**src/hw/rtl/hgbs_pkg.sv**
```systemverilog
// ----------------------------------------------------------------------------
// hgbs_pkg
// Shared types and constants of the height grid bilinear sampler.
// ----------------------------------------------------------------------------
`default_nettype none

package hgbs_pkg;

    // operation codes of an input item
    localparam logic [1:0] OP_WRITE    = 2'd0;
    localparam logic [1:0] OP_QUERY    = 2'd1;
    localparam logic [1:0] OP_RESAMPLE = 2'd2;
    localparam logic [1:0] OP_UNUSED   = 2'd3;

    // configuration register indexes
    localparam logic [2:0] CFG_GRID_SIZE   = 3'd0;
    localparam logic [2:0] CFG_RECT_LEFT   = 3'd1;
    localparam logic [2:0] CFG_RECT_TOP    = 3'd2;
    localparam logic [2:0] CFG_RECT_RIGHT  = 3'd3;
    localparam logic [2:0] CFG_RECT_BOTTOM = 3'd4;
    localparam logic [2:0] CFG_OUT_SIZE    = 3'd5;

    // grid address field of a queue entry, wide enough for the largest grid
    localparam int ADDR_W_MAX = 20;
    // blend datapath widths
    localparam int MOP_W = 35;
    localparam int ACC_W = 56;

    localparam logic signed [17:0] ONE_Q16 = 18'sd65536;

    typedef enum logic [1:0] {
        K_WRITE,
        K_CONST,
        K_READ0,
        K_BLEND
    } kind_t;

    typedef struct packed {
        kind_t                   kind;
        logic [ADDR_W_MAX-1:0]   addr;
        logic [31:0]             data;
        logic signed [17:0]      wx;
        logic signed [17:0]      wy;
    } q_entry_t;

    typedef struct packed {
        logic signed [17:0] rect_left;
        logic signed [17:0] rect_top;
        logic signed [17:0] rect_right;
        logic signed [17:0] rect_bottom;
        logic [8:0]         out_size;
    } cfg_t;

    typedef enum logic [3:0] {
        F_IDLE,
        F_BASE,
        F_SPAN,
        F_TERM,
        F_START,
        F_DIV,
        F_SUM,
        F_SPLIT,
        F_PUSH
    } front_state_t;

    typedef enum logic [3:0] {
        B_IDLE,
        B_R0,
        B_A,
        B_B,
        B_C,
        B_D,
        B_E,
        B_F,
        B_G,
        B_H,
        B_FIN,
        B_OUT
    } back_state_t;

endpackage

`default_nettype wire

```
**src/hw/rtl/hgbs_queue.sv**
```systemverilog
// ----------------------------------------------------------------------------
// hgbs_queue
// Two-entry queue between the front and back sections.
// ----------------------------------------------------------------------------
`default_nettype none

module hgbs_queue
    import hgbs_pkg::*;
(
    input  wire logic     clk,
    input  wire logic     rst_n,
    input  wire logic     push,
    input  wire q_entry_t push_entry,
    output logic          full,
    input  wire logic     pop,
    output q_entry_t      head,
    output logic          empty
);

    q_entry_t   slot_reg [2];
    logic       wr_ptr_reg, rd_ptr_reg;
    logic [1:0] count_reg;

    always_ff @(posedge clk or negedge rst_n)
    begin
        if (!rst_n)
        begin
            wr_ptr_reg <= 1'b0;
            rd_ptr_reg <= 1'b0;
            count_reg  <= '0;
        end
        else
        begin
            if (push)
                wr_ptr_reg <= !wr_ptr_reg;
            if (pop)
                rd_ptr_reg <= !rd_ptr_reg;
            if (push && !pop)
                count_reg <= count_reg + 2'd1;
            else if (pop && !push)
                count_reg <= count_reg - 2'd1;
        end
    end

    always_ff @(posedge clk)
    begin
        if (push)
            slot_reg[wr_ptr_reg] <= push_entry;
    end

    assign head  = slot_reg[rd_ptr_reg];
    assign full  = (count_reg == 2'd2);
    assign empty = (count_reg == 2'd0);

endmodule

`default_nettype wire

```
**config.mk**
```make
export PLATFORM = sky130hd
export DESIGN_NAME = hgbs_queue
export DESIGN_NICKNAME = d
export VERILOG_FILES = /design/src/hw/rtl/hgbs_pkg.sv /design/src/hw/rtl/hgbs_queue.sv
export SDC_FILE = /design/constraint.sdc
export NUM_CORES = 1
export LEC_CHECK = 0
export ABC_AREA = 1
export BUFFER_PORTS_ARGS = -buffer_cell sky130_fd_sc_hd__buf_4
export CAP_MARGIN = 20
export CELL_PAD_IN_SITES_DETAIL_PLACEMENT = 1
export CELL_PAD_IN_SITES_GLOBAL_PLACEMENT = 1
export CORE_AREA = 2 2 123 125
export DETAILED_ROUTE_END_ITERATION = 16
export DIE_AREA = 0 0 125 127
export MAX_ROUTING_LAYER = met4
export PLACE_DENSITY_LB_ADDON = 0.15
export RECOVER_POWER = 50
export SETUP_SLACK_MARGIN = 0.4
export SLEW_MARGIN = 10
export SYNTH_ARGS = -nofsm -noshare
export SYNTH_HDL_FRONTEND = slang
export SYNTH_SLANG_ARGS = --single-unit
```
**constraint.sdc**
```tcl
create_clock -name clk -period 12.9 [get_ports clk]
set_input_delay 2.58 -clock clk [delete_from_list [all_inputs] [get_ports clk]]
set_output_delay 2.58 -clock clk [all_outputs]
set_load 0.02 [all_outputs]
```
Yosys cells after proc, flatten, opt, wreduce, memory -nomap -nowiden

Memories as Yosys holds them, arrays and structs flattened.
Index checks and enable logic that the tools add are counted.

$add $sub $neg: 2
Reductions and logical operators: 8
Multiplexer cells: 4
Equality and inequality tests: 1

Operator list:

| cell                | number |
|---|---|
| $logic_not 1->1     | 4 |
| $mux 2              | 2 |
| $add 2x1->2 const B | 1 |
| $eq 2x2->1 const B  | 1 |
| $logic_and 1x1->1   | 2 |
| $logic_not 2->1     | 1 |
| $mux 1              | 2 |
| $reduce_bool 2->1   | 1 |
| $sub 2x1->2 const B | 1 |

Input port bits: 94
Register bits after elaboration: 4
Memories kept: 1
Output and inout bits: 92
Word-level logic and storage cells: 19
Bits in writable memories: 180

Memory list:

| memory   | depth | width | rd ports | clocked after Yosys merged registers in | wr ports | RTL line         | source |
|---|---|---|---|---|---|---|---|
| slot_reg | 2     | 90    | 1        | 0                                       | 1        | hgbs_queue.sv:20 | `q_entry_t slot_reg [2];` |

Longest topological paths before layout

Gate-level depths: netlist (run 1).

Depth in word-level cells: 4
Mapped depth: 7
Mapped depth without buffers: 7

Worst setup path after synthesis (run 1)

Ideal clock, no wire load.

Path type: input to register
From: in push
To: mem slot_reg[0][0] in the netlist's numbering (enable)
Setup time: 0.542 ns
Data required time: 12.358 ns
Buffers on the path: 0
Setup slack: 5.970 ns
Stages on the path: 2
Arrival: 6.389 ns
Cell sequence: inv_1 nor2_1

Cells in the longest elaborated chain, start to end: 2

Ends and longest elaborated chain:

| what                         | RTL line         | source |
|---|---|---|
| start, declared              | hgbs_queue.sv:12 | `input wire logic push,` |
| $mux 1                       | hgbs_queue.sv:47 | `if (push)` |
| $mux 1 (implied by the code) | hgbs_queue.sv:48 | `slot_reg[wr_ptr_reg] <= push_entry;` |
| end, declared                | hgbs_queue.sv:20 |  |

Every way passes these cells.

Worst setup path in the final report (run 1)

From: in push
To: mem slot_reg[0][72] in the netlist's numbering (enable)

Same word-level chain as after synthesis.

==> impl_metrics.json, run 1 <==
{
  "status": "finished, violations left",
  "violations": "capacitance limit, slew limit",
  "max_freq_ghz": 0.176,
  "fin_util_pct": 60.7,
  "antenna_found_initial": 0,
  "vias_per_cell": 4.97,
  "root_buffer": "clkbuf_16",
  "slew_headroom_pct": -77.1,
  "finClkSkew_ns": 0.0118,
  "cts_tree": "yes",
  "cap_violations": 2,
  "cp_cell_sequence": "clkbuf_1 > inv_1 > nor2_1 > buf_4",
  "setup.worst_path.start_class": "input port",
  "drt_first_pass_iters": 4,
  "antenna-diode-count": 0,
  "setup_viol": 0,
  "cts_htree_levels": 4,
  "fp.dieW_um": 125,
  "leakagePower_nw": 3.20,
  "slowest_stage": "nor2_1",
  "gr-total-overflow": 0,
  "drt-met1-wl_mm": 5.75,
  "syn-cell-area_um2": 6760,
  "crit_required_ns": 12.94,
  "ant_nets": 0,
  "track_usage_pct": 18.4,
  "areaGrowthSynthToFinish_pct": 29.5,
  "period_share_pct": 44.0,
  "drt_iter0_drc": 197,
  "path_max_fanout": 60,
  "worst-endpoint-arrival_ns": 5.72,
  "cpPeakStageDelay_ns": 1.94,
  "hold_buffers": 0,
  "r2r-start": "wr_ptr_reg$_DFFE_PN0P_",
  "powerDensity_nw_per_um2": 234,
  "finalNonFillerCells": 699,
  "syn-num-nets": 400,
  "syn_area_per_cell_um2": 22.2,
  "holdWs_ns": 0.518,
  "crit_start": "push",
  "peakVddDrop_uv": 146,
  "rsz0062_at_grt": "no",
  "grt_max_degree": 61,
  "worstMarginPinSlew_ns": 2.65,
  "drc": 0,
  "final_hold_viol_count": 0,
  "min_period_ns": 5.68,
  "finalSetupTns_ns": 0,
  "yosys.area.top_type": "edfxtp_1",
  "dr_total_vias": 3473,
  "gp_congestion": 0.701,
  "hold_class": "flip-flop to flip-flop",
  "clk_path_buf_depth": 2,
  "largest_register_ffs": 180,
  "first_global_vias": 3825,
  "wl_per_cell_um": 19.9,
  "route.met2.wl_mm": 7.13,
  "hpwl_mm": 9.07,
  "cts_resized": 0,
  "report.power.total_mw": 2.04,
  "endpoint_kind": "flip-flop",
  "fin_nets": 597,
  "drv_slew": 65,
  "synthCells": 305,
  "drive_gt1_share_pct": 53.0,
  "ys_ff_latch": 184,
  "clkSinkCount": 184,
  "wl_mm": 13.9,
  "wl_met3_um": 785,
  "dp.cells": 667,
  "routed.top_layer": "met4",
  "ys_seq_area_share_pct": 81.4,
  "clk_latency_ns": 0.42,
  "yosysUniqueCellTypes": 13,
  "cts_inserted_buffers": 17,
  "io_pins": 186,
  "cts_setup_buffers": 0,
  "dieArea_um2": 15900,
  "io_buffers": 185,
  "critPathKind": "input port to flip-flop",
  "ys_warn_count": 0,
  "synth_area_leaders": "edfxtp_1, mux2_2, clkbuf_8",
  "hold_start": "wr_ptr_reg$_DFFE_PN0P_",
  "fp.coreArea_um2": 14400,
  "fp-row-count": 44,
  "cts.clk_slew.worst_paths_ns": 0.07,
  "grt_pass1_wl_mm": 21.4,
  "synth_top_area_share_pct": 80.0,
  "die-height_um": 127,
  "initial_core_util_pct": 46.9
}
[Yosys cell counts]
library cell,n
inv_1,7
nand4_1,1
ha_1,1
mux2_2,90
xnor2_1,1
nor2_1,3
nand3_1,1
xor2_1,2
dfrtp_1,4
nand2_1,5
edfxtp_1,180
buf_6,1
clkbuf_8,9
[per-layer routing]
metal,up-vias,global-route usage [%]
li1,1595,-
met1,1733,22.5
met3,21,6.07
met2,124,29.2
met4,0,6.60
met5,-,-
[per-stage QoR]
step	setup WS [ns]	area (um^2)
after floorplan	5.97	6760
after global placement	8.20	8280
after detailed placement	8.16	8280
after CTS	7.75	8890
after global routing	6.90	8750
final	7.22	8750
[worst max-delay path, delay by kind of cell]
| kind | cells | cell delay (ns) |
|---|---|---|
| and+or+nand+nor | 1 | 1.94 |
| buffers and inverters | 3 | 1.14 |
[cell usage in the layout (no fill, tap or decap)]
| cell | n |
|---|---|
| edfxtp_1 | 180 |
| buf_4 | 95 |
| mux2_2 | 90 |
| clkbuf_4 | 58 |
| clkbuf_1 | 37 |
| clkbuf_16 | 17 |
| inv_1 | 6 |
| nand2_1 | 5 |
| clkinvlp_4 | 5 |
| bufinv_16 | 4 |
| nor2_1 | 3 |
| dfrtp_1 | 3 |
| xor2_1 | 2 |
| clkinv_1 | 2 |
| clkinvlp_2 | 1 |
| xnor2_1 | 1 |
| nand3_1 | 1 |
| nand4_1 | 1 |
| ha_1 | 1 |
| clkinv_2 | 1 |
| clkinv_4 | 1 |
| dfrtp_4 | 1 |
[power breakdown]
part           total, mW  internal, mW  switching (mW)  leakage [nW]
sequential         0.848         0.798          0.0504          1.74
clock              0.535         0.323           0.213         0.280
combinational      0.661         0.296           0.365          1.19
[path summary, 6_finish.rpt]
kind / endpoint / slack (ns) / depth (start not counted)
max in group asynchronous: rd_ptr_reg$_DFFE_PN0P_ / 10.69 / 1
hold / removal: wr_ptr_reg$_DFFE_PN0P_ / 0.52 / 1
setup reg to reg: slot_reg[0][72]$_DFFE_PP_ / 9.19 / 2
min in group asynchronous: wr_ptr_reg$_DFFE_PN0P_ / 1.99 / 1
setup / recovery: slot_reg[0][72]$_DFFE_PP_ / 7.22 / 4
hold reg to reg: wr_ptr_reg$_DFFE_PN0P_ / 0.52 / 1
[area by class of cell]
cell class | instances | area [um^2]
Fill cell | 1306 | 5670
Sequential cell | 184 | 5510
Timing Repair Buffer | 188 | 1280
Multi-Input combinational cell | 104 | 1090
Clock buffer | 19 | 433
Tap cell | 184 | 230
Clock inverter | 13 | 179
Inverter | 7 | 27.5
[logic make-up (layout without fill, tap and decap cells)]
kind of cell	Yosys count	count (layout)	share of synthesized area, %
fa+ha+maj	1	1	0.185
simple gates	10	10	0.611
xor+xnor	3	3	0.389
flops	184	184	81.4
buf+inv	17	227	2.39
mux	90	90	15.0
(Power assumes the default switching activity.)
==> inputs of run 2 (changes only) <==
- CORE_AREA: 2 2 123 125 -> 2 2 127 129
- DIE_AREA: 0 0 125 127 -> 0 0 129 131
- clock period: 12.9 -> 5.7 ns (I/O delays scaled with it)
==> run 2 against run 1 <==
  * The flow still finishes with violations (capacitance limit, slew limit)
  * Via count decreased by 1.6%
  * Combinational power increased by 120%
  * Flip-flop and latch count unchanged
  * Critical path depth unchanged
  * Setup slack got worse by 5.4 ns
  * Sequential power increased by 130%
  * Highest routed layer unchanged
  * Critical endpoint is now slot_reg[1][16]$_DFFE_PP_
  * Sequential share of layout area decreased by 0.65 points
  * Register-to-register slack got worse by 6.9 ns
  * Die area increased by 6.5%
  * Cell count increased by 4.7%
==> impl_metrics.json, run 2 (synthesis results as in run 1) <==
{
  "clk_path_buf_depth": 2,
  "cts_resized": 0,
  "drt_first_pass_iters": 4,
  "report.power.total_mw": 4.62,
  "largest_register_ffs": 180,
  "fin_util_pct": 56.7,
  "power.switching_mw": 1.41,
  "seqPwrFrac_pct": 42.1,
  "areaGrowthSynthToFinish_pct": 30.8,
  "endpoint_kind": "flip-flop",
  "first_global_vias": 3751,
  "violations": "capacitance limit, slew limit",
  "slew_headroom_pct": -42.0,
  "period_share_pct": 67.9,
  "p_int_mw": 3.21,
  "worstMarginPinSlew_ns": 2.12,
  "max_freq_ghz": 0.258,
  "layout_common_cells": "edfxtp_1, buf_4, mux2_2",
  "clkPwrFrac_pct": 26.3,
  "io_pins": 186,
  "multi_input_area_um2": 1100,
  "setup_viol": 0,
  "ant_nets": 0,
  "cts.clk_slew.worst_paths_ns": 0.06,
  "dieArea_um2": 16900,
  "cts_inserted_buffers": 17,
  "grt_pass1_wl_mm": 19.6,
  "hpwl_mm": 8.74,
  "drive_gt1_share_pct": 55.6,
  "cpPeakStageDelay_ns": 1.59,
  "pwr-share-comb_pct": 31.6,
  "die-height_um": 131,
  "status": "finished, violations left",
  "vias_per_cell": 4.67,
  "root_buffer": "clkbuf_16",
  "fp.dieW_um": 129,
  "antenna_found_initial": 0,
  "crit_family": "buffers and inverters",
  "dr_total_vias": 3418,
  "r2r-start": "wr_ptr_reg$_DFFE_PN0P_",
  "finClkSkew_ns": 0.00741,
  "initial_core_util_pct": 43.3,
  "cts_tree": "yes",
  "seq_area_um2": 5510,
  "cap_violations": 1,
  "layout_commonest_cell": "edfxtp_1",
  "grt_max_degree": 59,
  "crit_required_ns": 5.79,
  "fin_nets": 598,
  "drt_iter0_drc": 124,
  "drv_slew": 47,
  "critPathKind": "input port to flip-flop",
  "hold_class": "flip-flop to flip-flop",
  "gr-total-overflow": 0,
  "gp_congestion": 0.680,
  "cp_cell_sequence": "clkbuf_1 > nand2_1 > clkinvlp_2 > buf_4",
  "peakVddDrop_uv": 248,
  "rsz0062_at_grt": "no",
  "clk_latency_ns": 0.42,
  "sw_frac_of_total_pct": 30.5,
  "setup.worst_path.start_class": "input port",
  "wl_mm": 13.3,
  "track_usage_pct": 16.6,
  "slowest_stage": "clkinvlp_2",
  "min_period_ns": 3.87,
  "nFillCells": 1427,
  "drc": 0,
  "final_hold_viol_count": 0,
  "fp.coreArea_um2": 15600,
  "worst-endpoint-arrival_ns": 3.96,
  "powerDensity_nw_per_um2": 522,
  "crit_start": "push",
  "path_buf_inv": 3,
  "hold_start": "count_reg[1]$_DFFE_PN0P_",
  "antenna-diode-count": 0,
  "hold_buffers": 0,
  "clkSinkCount": 184,
  "fp-row-count": 46,
  "cts_htree_levels": 4,
  "leakagePower_nw": 3.26,
  "io_buffers": 185,
  "cts_setup_buffers": 0,
  "finalSetupTns_ns": 0,
  "wl_per_cell_um": 18.1,
  "path_max_fanout": 46
}
[run 2: cell count changes in the layout (fill, tap and decap cells not counted), moves of 2 or more]
cell	before	now
buf_4	95	97
clkbuf_1	37	26
clkinv_2	1	5
clkinvlp_4	5	2
clkbuf_4	58	67
[run 2: per-layer routing]
metal | up-vias | part of all wire (%) | track usage, %
li1 | 1591 | - | -
met1 | 1686 | 39 | 18.2
met2 | 127 | 52 | 27.3
met3 | 14 | 7.3 | 6.92
met4 | 0 | 1.5 | 6.20
met5 | - | 0 | -
[run 2: worst paths after layout]
path | endpoint | slack [ns] | cells after the start
min reg2reg | count_reg[1]$_DFFE_PN0P_ | 0.51 | 2
min in group asynchronous | count_reg[1]$_DFFE_PN0P_ | 0.54 | 1
min | count_reg[1]$_DFFE_PN0P_ | 0.51 | 2
max reg2reg | slot_reg[1][16]$_DFFE_PP_ | 2.25 | 3
max | slot_reg[1][16]$_DFFE_PP_ | 1.83 | 4
max in group asynchronous | rd_ptr_reg$_DFFE_PN0P_ | 4.95 | 1
[run 2: metrics by stage]
stage	cells	setup WS, ns	instance area (um^2)	hold slack, ns
6_report	732	1.83	8840	0.514
5_1_grt	732	1.50	8840	0.528
4_1_cts	732	1.97	8940	0.480
3_5_place_dp	700	2.44	8330	0.508
3_3_place_gp	700	2.44	8330	0.484
2_1_floorplan	305	1.77	6760	0.463
[run 2: power by group through the flow]
stage | registers [mW] | clock network [mW] | logic [mW]
floorplan | 1.88 | 0 | 1.02
global placement | 1.96 | 0 | 1.48
detailed placement | 1.98 | 0 | 1.49
CTS | 1.95 | 1.25 | 1.50
global route | 1.98 | 1.29 | 1.55
finish | 1.94 | 1.21 | 1.46
[run 2: cell type report]
class,count,area share [%]
Multi-Input combinational cell,104,12.5
Inverter,7,0.311
Sequential cell,184,62.3
Timing Repair Buffer,189,15.0
Clock inverter,14,2.05
Tap cell,216,3.06
Clock buffer,18,4.85
[run 2: worst register-to-register path, stage by stage, from the launching register on]
cell	delay [ns]
dfrtp_1	0.42
nand2_1	0.09
clkinvlp_2	1.59
buf_4	0.97
