--- config.mk ---
export PLATFORM = sky130hd
export DESIGN_NAME = hgbs_front
export DESIGN_NICKNAME = d
export VERILOG_FILES = /design/src/hw/rtl/hgbs_pkg.sv /design/src/hw/rtl/hgbs_div.sv /design/src/hw/rtl/hgbs_front.sv
export SDC_FILE = /design/constraint.sdc
export NUM_CORES = 2
export LEC_CHECK = 0
export ABC_AREA = 1
export BUFFER_PORTS_ARGS = -buffer_cell sky130_fd_sc_hd__buf_2
export CORE_AREA = 4 4 359 361
export CTS_CLUSTER_DIAMETER = 50
export DETAILED_ROUTE_END_ITERATION = 10
export DIE_AREA = 0 0 363 365
export HOLD_SLACK_MARGIN = 0.02
export PLACE_DENSITY = 0.77
export SYNTH_ARGS = -nofsm -noshare
export SYNTH_HDL_FRONTEND = slang
export SYNTH_SLANG_ARGS = --single-unit
--- constraint.sdc ---
create_clock -name clk -period 20.7 [get_ports clk]
set_clock_uncertainty 0.1 [all_clocks]
set_input_delay 2.07 -clock clk [delete_from_list [all_inputs] [get_ports clk]]
set_output_delay 2.07 -clock clk [all_outputs]
set_load 0.01 [all_outputs]
--- src/hw/rtl/hgbs_pkg.sv ---
// ----------------------------------------------------------------------------
// hgbs_pkg
// Shared types and constants of the height grid bilinear sampler.
// ----------------------------------------------------------------------------
`default_nettype none

package hgbs_pkg;

    // operation codes of an input item
    localparam logic [1:0] OP_WRITE    = 2'd0;
    localparam logic [1:0] OP_QUERY    = 2'd1;
    localparam logic [1:0] OP_RESAMPLE = 2'd2;
    localparam logic [1:0] OP_UNUSED   = 2'd3;

    // configuration register indexes
    localparam logic [2:0] CFG_GRID_SIZE   = 3'd0;
    localparam logic [2:0] CFG_RECT_LEFT   = 3'd1;
    localparam logic [2:0] CFG_RECT_TOP    = 3'd2;
    localparam logic [2:0] CFG_RECT_RIGHT  = 3'd3;
    localparam logic [2:0] CFG_RECT_BOTTOM = 3'd4;
    localparam logic [2:0] CFG_OUT_SIZE    = 3'd5;

    // grid address field of a queue entry, wide enough for the largest grid
    localparam int ADDR_W_MAX = 20;
    // blend datapath widths
    localparam int MOP_W = 35;
    localparam int ACC_W = 56;

    localparam logic signed [17:0] ONE_Q16 = 18'sd65536;

    typedef enum logic [1:0] {
        K_WRITE,
        K_CONST,
        K_READ0,
        K_BLEND
    } kind_t;

    typedef struct packed {
        kind_t                   kind;
        logic [ADDR_W_MAX-1:0]   addr;
        logic [31:0]             data;
        logic signed [17:0]      wx;
        logic signed [17:0]      wy;
    } q_entry_t;

    typedef struct packed {
        logic signed [17:0] rect_left;
        logic signed [17:0] rect_top;
        logic signed [17:0] rect_right;
        logic signed [17:0] rect_bottom;
        logic [8:0]         out_size;
    } cfg_t;

    typedef enum logic [3:0] {
        F_IDLE,
        F_BASE,
        F_SPAN,
        F_TERM,
        F_START,
        F_DIV,
        F_SUM,
        F_SPLIT,
        F_PUSH
    } front_state_t;

    typedef enum logic [3:0] {
        B_IDLE,
        B_R0,
        B_A,
        B_B,
        B_C,
        B_D,
        B_E,
        B_F,
        B_G,
        B_H,
        B_FIN,
        B_OUT
    } back_state_t;

endpackage

`default_nettype wire

--- src/hw/rtl/hgbs_div.sv ---
// ----------------------------------------------------------------------------
// hgbs_div
// Signed by unsigned radix-2 restoring divider, quotient truncated toward zero.
// ----------------------------------------------------------------------------
`default_nettype none

module hgbs_div #(
    parameter int W = 38
) (
    input  wire logic                clk,
    input  wire logic                rst_n,
    input  wire logic                start,
    input  wire logic signed [W-1:0] dividend,
    input  wire logic [8:0]          divisor,
    output logic                     busy,
    output logic signed [W-1:0]      quotient
);

    localparam int CW = $clog2(W + 1);

    logic [W-1:0]  q_reg;
    logic [8:0]    r_reg;
    logic [8:0]    d_reg;
    logic [CW-1:0] cnt_reg;
    logic          neg_reg;
    logic          busy_reg;
    logic [9:0]    r_shift;
    logic [9:0]    r_sub;
    logic          fits;

    assign r_shift = {r_reg, q_reg[W-1]};
    assign r_sub   = r_shift - {1'b0, d_reg};
    assign fits    = r_shift >= {1'b0, d_reg};

    always_ff @(posedge clk or negedge rst_n)
    begin
        if (!rst_n)
        begin
            busy_reg <= 1'b0;
            cnt_reg  <= '0;
        end
        else if (start)
        begin
            busy_reg <= 1'b1;
            cnt_reg  <= CW'(W);
        end
        else if (busy_reg)
        begin
            cnt_reg <= cnt_reg - 1'b1;
            if (cnt_reg == CW'(1))
                busy_reg <= 1'b0;
        end
    end

    always_ff @(posedge clk)
    begin
        if (start)
        begin
            q_reg   <= dividend[W-1] ? W'(-dividend) : W'(dividend);
            r_reg   <= '0;
            d_reg   <= divisor;
            neg_reg <= dividend[W-1];
        end
        else if (busy_reg)
        begin
            q_reg <= {q_reg[W-2:0], fits};
            r_reg <= fits ? r_sub[8:0] : r_shift[8:0];
        end
    end

    assign busy     = busy_reg;
    assign quotient = neg_reg ? $signed(-q_reg) : $signed(q_reg);

endmodule

`default_nettype wire

--- src/hw/rtl/hgbs_front.sv ---
// ----------------------------------------------------------------------------
// hgbs_front
// Accepts items, classifies them and works out grid cell and weights.
// ----------------------------------------------------------------------------
`default_nettype none

module hgbs_front
    import hgbs_pkg::*;
#(
    parameter int GRID_MAX = 256
) (
    input  wire logic                              clk,
    input  wire logic                              rst_n,
    input  wire cfg_t                              cfg,
    input  wire logic [$clog2(GRID_MAX+1)-1:0]     n,
    input  wire logic                              in_valid,
    output logic                                   in_ready,
    input  wire logic [1:0]                        operation,
    input  wire logic [15:0]                       sample_index,
    input  wire logic signed [31:0]                sample_value,
    input  wire logic signed [17:0]                point_x,
    input  wire logic signed [17:0]                point_y,
    input  wire logic [7:0]                        out_col,
    input  wire logic [7:0]                        out_row,
    output logic                                   q_push,
    output q_entry_t                               q_entry,
    input  wire logic                              q_full
);

    localparam int NW  = $clog2(GRID_MAX + 1);
    localparam int CAP = GRID_MAX * GRID_MAX;
    localparam int DXW = 20 + NW;
    localparam int DW  = DXW + 9;
    localparam int PW  = DW + 1;

    typedef struct packed {
        logic [NW-1:0]      cidx;
        logic signed [17:0] w;
    } split_t;

    front_state_t state_reg, state_next;

    logic                    is_query_reg;
    logic signed [17:0]      px_reg, py_reg;
    logic [7:0]              col_reg, row_reg;
    logic signed [PW-1:0]    pos_x_reg, pos_y_reg;
    logic signed [DXW-1:0]   dx_reg, dy_reg;
    logic signed [DW-1:0]    tx_reg, ty_reg;
    split_t                  sx_reg, sy_reg;
    kind_t                   ent_kind_reg;
    logic [ADDR_W_MAX-1:0]   ent_addr_reg;
    logic [31:0]             ent_data_reg;

    logic                    accept;
    logic                    go_push, go_base;
    kind_t                   dec_kind;
    logic [NW-1:0]           n1;
    logic signed [NW:0]      n1_s;
    logic signed [18:0]      diff_x, diff_y;
    logic                    div_start;
    logic                    busy_x, busy_y;
    logic signed [DW-1:0]    qx, qy;
    logic [2*NW-1:0]         base_full;

    assign accept = in_valid && in_ready;
    assign n1     = n - 1'b1;
    assign n1_s   = $signed({1'b0, n1});
    assign diff_x = 19'(cfg.rect_right) - 19'(cfg.rect_left);
    assign diff_y = 19'(cfg.rect_bottom) - 19'(cfg.rect_top);

    function automatic split_t split_axis(input logic signed [PW-1:0] pos,
                                          input logic [NW-1:0] nn);
        split_t                r;
        logic signed [PW-1:0]  i;
        logic signed [PW-1:0]  lim;
        i   = pos >>> 16;
        lim = PW'($signed({1'b0, nn - 1'b1}));
        if (pos < -PW'(65535))
        begin
            r.cidx = '0;
            r.w    = '0;
        end
        else if (pos < 0)
        begin
            // weight stays negative between -1 and 0
            r.cidx = '0;
            r.w    = 18'(pos);
        end
        else if (i >= lim)
        begin
            r.cidx = nn - NW'(2);
            r.w    = ONE_Q16;
        end
        else
        begin
            r.cidx = i[NW-1:0];
            r.w    = $signed({2'b00, pos[15:0]});
        end
        return r;
    endfunction

    // item classification
    always_comb
    begin
        go_push  = 1'b0;
        go_base  = 1'b0;
        dec_kind = K_CONST;
        unique case (operation)
            OP_WRITE:
            begin
                dec_kind = K_WRITE;
                go_push  = 32'(sample_index) < 32'(CAP);
            end
            OP_QUERY:
            begin
                if (n == '0)
                begin
                    dec_kind = K_CONST;
                    go_push  = 1'b1;
                end
                else if (n == NW'(1))
                begin
                    dec_kind = K_READ0;
                    go_push  = 1'b1;
                end
                else
                begin
                    dec_kind = K_BLEND;
                    go_base  = 1'b1;
                end
            end
            OP_RESAMPLE:
            begin
                if (cfg.out_size > 9'd1)
                begin
                    if (n < NW'(2))
                    begin
                        dec_kind = K_CONST;
                        go_push  = 1'b1;
                    end
                    else
                    begin
                        dec_kind = K_BLEND;
                        go_base  = 1'b1;
                    end
                end
            end
            default:
            begin
                go_push = 1'b0;
            end
        endcase
    end

    always_ff @(posedge clk or negedge rst_n)
    begin
        if (!rst_n)
            state_reg <= F_IDLE;
        else
            state_reg <= state_next;
    end

    always_comb
    begin
        state_next = state_reg;
        unique case (state_reg)
            F_IDLE:
            begin
                if (accept && go_push)
                    state_next = F_PUSH;
                else if (accept && go_base)
                    state_next = F_BASE;
            end
            F_BASE:  state_next = is_query_reg ? F_SPLIT : F_SPAN;
            F_SPAN:  state_next = F_TERM;
            F_TERM:  state_next = F_START;
            F_START: state_next = F_DIV;
            F_DIV:
            begin
                if (!busy_x && !busy_y)
                    state_next = F_SUM;
            end
            F_SUM:   state_next = F_SPLIT;
            F_SPLIT: state_next = F_PUSH;
            F_PUSH:
            begin
                if (!q_full)
                    state_next = F_IDLE;
            end
            default: state_next = F_IDLE;
        endcase
    end

    always_comb
    begin
        in_ready  = (state_reg == F_IDLE);
        q_push    = (state_reg == F_PUSH) && !q_full;
        div_start = (state_reg == F_START);
    end

    always_ff @(posedge clk)
    begin
        unique case (state_reg)
            F_IDLE:
            begin
                if (accept)
                begin
                    ent_kind_reg <= dec_kind;
                    ent_addr_reg <= (dec_kind == K_WRITE) ? ADDR_W_MAX'(sample_index) : '0;
                    ent_data_reg <= sample_value;
                    is_query_reg <= (operation == OP_QUERY);
                    px_reg       <= point_x;
                    py_reg       <= point_y;
                    col_reg      <= out_col;
                    row_reg      <= out_row;
                end
            end
            F_BASE:
            begin
                // query position, or the rectangle origin of a resample
                pos_x_reg <= PW'(is_query_reg ? px_reg : cfg.rect_left) * PW'(n1_s);
                pos_y_reg <= PW'(is_query_reg ? py_reg : cfg.rect_top) * PW'(n1_s);
            end
            F_SPAN:
            begin
                dx_reg <= DXW'(diff_x) * DXW'(n1_s);
                dy_reg <= DXW'(diff_y) * DXW'(n1_s);
            end
            F_TERM:
            begin
                tx_reg <= DW'(dx_reg) * DW'($signed({1'b0, col_reg}));
                ty_reg <= DW'(dy_reg) * DW'($signed({1'b0, row_reg}));
            end
            F_SUM:
            begin
                pos_x_reg <= pos_x_reg + PW'(qx);
                pos_y_reg <= pos_y_reg + PW'(qy);
            end
            F_SPLIT:
            begin
                sx_reg <= split_axis(pos_x_reg, n);
                sy_reg <= split_axis(pos_y_reg, n);
            end
            default:
            begin
            end
        endcase
    end

    hgbs_div #(.W(DW)) u_div_x (
        .clk      (clk),
        .rst_n    (rst_n),
        .start    (div_start),
        .dividend (tx_reg),
        .divisor  (cfg.out_size - 9'd1),
        .busy     (busy_x),
        .quotient (qx)
    );

    hgbs_div #(.W(DW)) u_div_y (
        .clk      (clk),
        .rst_n    (rst_n),
        .start    (div_start),
        .dividend (ty_reg),
        .divisor  (cfg.out_size - 9'd1),
        .busy     (busy_y),
        .quotient (qy)
    );

    assign base_full = (2*NW)'(sx_reg.cidx) + (2*NW)'(sy_reg.cidx) * (2*NW)'(n);

    always_comb
    begin
        q_entry.kind = ent_kind_reg;
        q_entry.addr = (ent_kind_reg == K_BLEND) ? ADDR_W_MAX'(base_full) : ent_addr_reg;
        q_entry.data = ent_data_reg;
        q_entry.wx   = sx_reg.w;
        q_entry.wy   = sy_reg.w;
    end

endmodule

`default_nettype wire

Yosys cells after proc, flatten, opt, wreduce, memory -nomap -nowiden
Cells that the tools add are included.
{ "classes": {"muxes": 50, "reduce_logical": 19, "mul": 7, "add_sub_neg": 16, "n_eq_ne": 17, "magnitude_cmp": 10} }
{ "ops": {"columns": ["cell", "count"], "rows": [
  ["$mux W38", 8],
  ["$pmux W39 S2", 2],
  ["$neg A38 Y38", 4],
  ["$add A39 B38 Y39", 2],
  ["$lt A39 B1 Y1 const B", 2],
  ["$lt A39 B17 Y1 const B", 2],
  ["$mul A39 B10 Y39", 2],
  ["$mux W39", 2],
  ["$mul A29 B9 Y38", 2],
  ["$mul A19 B10 Y29", 2],
  ["$mux W27", 2],
  ["$ge A23 B10 Y1", 2],
  ["$sub A18 B18 Y19", 2],
  ["$mux W18", 2],
  ["$pmux W4 S9", 1],
  ["$mux W6", 4],
  ["$ge A10 B9 Y1", 2],
  ["$mux W20", 1],
  ["$add A9 B18 Y18", 1],
  ["$mul A9 B9 Y18", 1],
  ["$mux W9", 2],
  ["$sub A9 B1 Y9 const B", 2],
  ["$sub A9 B9 Y9", 2],
  ["$eq A4 B3 Y1 const B", 4],
  ["29 further kinds", 63]
]} }
{ "word_totals": {"ff_bits": 496, "output_inout_bits": 92, "word_cells": 150, "in_bits": 196} }

Depth between registers and ports, before layout
{ "depth": {"depth_word": 8, "ltp_mapped": 39, "depth_no_buf": 39} }

Hierarchy
A second synthesis with hierarchy kept.
{ "hier_totals": {"cells_unflattened": 9984, "hier_area_um2": 77707.0} }
{ "modules_own_cells": {"columns": ["module", "cells_each", "instances", "seq_area_each_um2", "area_each_um2"], "rows": [
  ["hgbs_front", 8434, 1, 11180.7, 66979.2],
  ["hgbs_div (u_div_x)", 785, 1, 1796.7, 5462.7],
  ["hgbs_div (u_div_y)", 765, 1, 1796.7, 5265.0]
]} }

Worst setup path after synthesis
No wires, ideal clock.
{ "synth_path": {"kind": "in2out", "from": "input port n[0]", "to": "output port q_entry[83] (netlist bit)", "path_slack_ns": 11.817, "required_time_ns": 18.530, "path_stages": 20, "arrival_ns": 6.713, "path_buffers": 2, "path_cell_list": "clkbuf_1 > buf_1 > nand2_1 > fa_1 > inv_1 > fa_1 > fa_1 > fa_1 > fa_1 > ha_1 > inv_1 > nor3_1 > nand3_1 > nand3_1 > a21oi_1 > o21bai_1 > nand2_1 > nand2_1 > xnor2_1 > o21ai_0"} }
{ "synth_rtl": {"columns": ["element", "line", "text"], "rows": [
  ["from (decl)", "hgbs_front.sv:15", "input wire logic [$clog2(GRID_MAX+1)-1:0] n,"],
  ["to (decl)", "hgbs_front.sv:26", "output q_entry_t q_entry,"]
]} }

Final worst setup path
{ "layout_path": {"from": "input port n[0]", "to": "register pos_y_reg[34], data pin"} }
{ "layout_via": {"elab_chain_len": 3} }
{ "layout_rtl": {"columns": ["element", "line", "text"], "rows": [
  ["$sub A9 B1 Y9", "hgbs_front.sv:66", "assign n1 = n - 1'b1;"],
  ["$mul A39 B10 Y39", "hgbs_front.sv:222", "pos_y_reg <= PW'(is_query_reg ? py_reg : cfg.rect_top) * PW'(n1_s);"],
  ["$pmux W39 S2", "hgbs_front.sv:203", "unique case (state_reg)"],
  ["to (signal assigned)", "hgbs_front.sv:222", null],
  ["to (signal assigned)", "hgbs_front.sv:237", "pos_y_reg <= pos_y_reg + PW'(qy);"],
  ["to (decl)", "hgbs_front.sv:46", "logic signed [PW-1:0] pos_x_reg, pos_y_reg;"]
]} }
Every way passes these cells.
A chain may end at the register's enable or synchronous reset.

==> results.md <==
- Worst-margin pin slew: ~1.3 ns
- Synth Cell Area: around 75,000 sq um
- Reg clk slew, reported paths: around 0.06 ns
- Fin. Hold Viols: 0
- Post-route antenna net violation count: 0
- DRC: 0
- I/O pin count: between 200 and 300
- Crit. End Element: flop
- Initial antenna violation count: 5
- Critical path required time: approximately 21 ns
- Final min period: 9.725 ns
- Grt total ovfl: 0
- Pre-Repair DR Iteration Count: 7
- Initial Util: around three fifths
- Register area share after synthesis: about a fifth
- CTS tree: done
- Vias per cell: ~5.6
- Post-synthesis register bit count: approximately 500
- Largest net degree at the start of global routing: 77
- Clock Sinks: a little under 500
- Post-Synthesis Cells: approximately 9,400
- Achievable frequency: 102.8 MHz
- Max Cap Violations: 0
- CTS Buf Count: 75
- CP arrival: roughly 10 ns
- Routed WL per cell: 18.96 um
- Total track usage: between 30% and 40%
- Final setup fails: 0
- Post-synth top flop: edfxtp_1
- Clock root buffer: clkbuf_16
- Count of different cell masters after synthesis: 75
- Max-slew violations: 0
- Path type of the worst min-delay path: flop to flop
- Die area: about 130,000 sq um
- Drt total wl: 213.1 mm
- Clock latency on the worst-skew pair: 0.67 ns
- Layout cells sized above 1: 6.530%
- H-tree depth: 3
- Area share of the largest cell type after synthesis: between 20% and 30%
- GP Congestion: between 0.9 and 1
- Crit share post-route: between 40% and 50%
- WS Path Type: primary input to flop
- Initial DRC Count: slightly below 5,000
- DIE WIDTH: 363 um
- CTS resizes: 0
- Die Span Y: about 370 um
- Outcome: finished clean
- Syn Area/Cell: approximately 8.0 sq um
- Ys async rst share: 3.659%
- Clock buffer depth: 3
- Ranking of synthesized cells by area: fa_1 (26%), edfxtp_1 (18%), ha_1 (11%)
- Critical path fanouts, max: 50
- DP HPWL: ~180 mm
- Vias in the first global route: approximately 65,000
- Post-synth EDFFs: approximately 460
- Slowest stage cell on the critical path: inv_1
- Cts hold-fix bufs: 0
- PortBufs: roughly 290
- Slew HR: around a tenth
- Synthesis Warnings: 0
- Slowest Stage Delay on Critical Path: about 0.97 ns
- Setup TNS: 0 ns
- Post-CTS Setup Inserts: 0
- Final nets: between 10,000 and 15,000
- Synth area leader: fa_1
- Startpoint types: primary input
- RSZ-0062 raised after global routing: no
- Global-route wire length before repair: ~340 mm
- FILL cells: about 11,000
- Area delta synth->final: 6.896%
- Area of the core: 125,400 sq um
- Total vias in the final route: about 63,000
- Row Count: between 100 and 150
-- metrics by stage --
| stage | worst slack (ns) | util (%) | cell area (sq um) | hold slack, ns | cells |
|---|---|---|---|---|---|
| detailed placement | 10.41 | 61.86 | 77570 | 0.3424 | 11096 |
| global placement | 10.44 | 61.86 | 77570 | 0.3420 | 11096 |
| finish | 10.97 | 63.92 | 80160 | 0.3580 | 11240 |
| CTS | 11.09 | 63.89 | 80120 | 0.3583 | 11236 |
| global route | 10.49 | 63.91 | 80150 | 0.4144 | 11237 |
| floorplan | 11.82 | - | 74990 | 0.3206 | 9414 |
-- cell usage in the layout (no fill, tap or decap), types with 9 or more instances in the layout --
master,instances
clkbuf_1,9
o22ai_1,12
xnor2_1,131
inv_2,11
nand3_1,224
nor4_1,38
inv_6,14
o211ai_1,19
buf_4,52
a31oi_1,62
o21bai_1,35
or2_2,40
nand2_2,18
nor3_1,77
dfrtp_1,18
nand2_1,1849
o21a_1,20
buf_2,285
fa_1,972
o21ai_1,28
a21o_1,29
a21boi_0,11
clkinv_1,14
nor3_2,9
inv_1,2151
dfxtp_1,18
o21ai_0,416
nand4_1,54
ha_1,652
a21oi_1,482
o31ai_1,19
edfxtp_1,456
o21ai_2,19
xor2_1,231
nor2_2,9
clkinv_2,9
clkbuf_16,76
nor2_1,869
nand3b_1,13
-- Yosys cell counts (8+ instances only) --
| cell | count |
|---|---|
| nand4_1 | 54 |
| a21o_1 | 29 |
| o211ai_1 | 19 |
| nor2_1 | 875 |
| nor3_2 | 9 |
| a31oi_1 | 62 |
| o21a_1 | 20 |
| o21ai_1 | 26 |
| o22ai_1 | 12 |
| a21oi_1 | 482 |
| a21boi_0 | 11 |
| inv_2 | 9 |
| nor2_2 | 9 |
| ha_1 | 652 |
| nand3_1 | 224 |
| fa_1 | 972 |
| a21oi_2 | 8 |
| xnor2_1 | 133 |
| buf_4 | 39 |
| dfrtp_1 | 18 |
| o21bai_1 | 35 |
| inv_1 | 2156 |
| clkbuf_1 | 168 |
| buf_1 | 26 |
| buf_2 | 14 |
| dfxtp_1 | 18 |
| o31ai_1 | 19 |
| or2_2 | 40 |
| nor4_1 | 38 |
| xor2_1 | 231 |
| nand2_1 | 1851 |
| o21ai_2 | 19 |
| o21ai_0 | 419 |
| clkbuf_2 | 58 |
| nand2_2 | 16 |
| nor3_1 | 77 |
| nand3b_1 | 13 |
| edfxtp_1 | 456 |
-- metal layers --
| layer | global-route usage, % | part of all wire, % | vias to the layer above |
|---|---|---|---|
| met3 | 5.041 | 7.5 | 629 |
| met1 | 39.97 | 39 | 30147 |
| met4 | 18.59 | 6.4 | 4 |
| met5 | 0.03631 | 0.015 | - |
| li1 | - | - | 29298 |
| met2 | 55.57 | 47 | 2575 |
-- worst max-delay path, delay by kind of cell --
family	cells	cell delay, ns
adder cells (fa/ha/maj)	7	3.30
buffers and inverters	10	2.55
AND/OR/NAND/NOR	10	1.53
AO/OA/AOI/OAI	3	0.50
-- kinds of logic after synthesis --
kind of cell	count (synthesis)	synth area share, %
other	1	0.005001
DFF	492	19.34
AOI/OAI and AO/OA	1213	9.112
buffers and inverters	2475	12.70
and+or+nand+nor	3240	17.65
xor gates and xnor gates	368	4.353
adders and majority gates	1624	36.83
-- path summary, 6_finish.rpt --
| check | startpoint | end | slack (ns) | cells past startpoint |
|---|---|---|---|---|
| max in group asynchronous | rst_n | state_reg[2] | 18.93 | 1 |
| hold reg to reg | u_div_x.r_reg[8] | u_div_x.r_reg[8] | 0.36 | 2 |
| min in group asynchronous | rst_n | u_div_y.cnt_reg[0] | 1.24 | 1 |
| setup reg to reg | is_query_reg | pos_x_reg[27] | 12.94 | 23 |
| setup / recovery | n[0] | pos_y_reg[34] | 10.97 | 30 |
| hold / removal | u_div_x.r_reg[8] | u_div_x.r_reg[8] | 0.36 | 2 |
-- layout make-up --
cell class                      instances  area [sq um]  share of cell area, %
Inverter                             2170          8152                  10.17
Tap cell                             1650          2064                  2.576
Sequential cell                       492         14500                  18.09
Timing Repair Buffer                  338          1844                  2.301
Clock inverter                         55         614.3                 0.7664
Multi-Input combinational cell       6447         51040                  63.67
Antenna cell                            3         7.507               0.009366
Clock buffer                           85          1936                  2.415
Power is not shown: default switching activity piles up to over one toggle a cycle in this logic, so the estimate is an artifact.
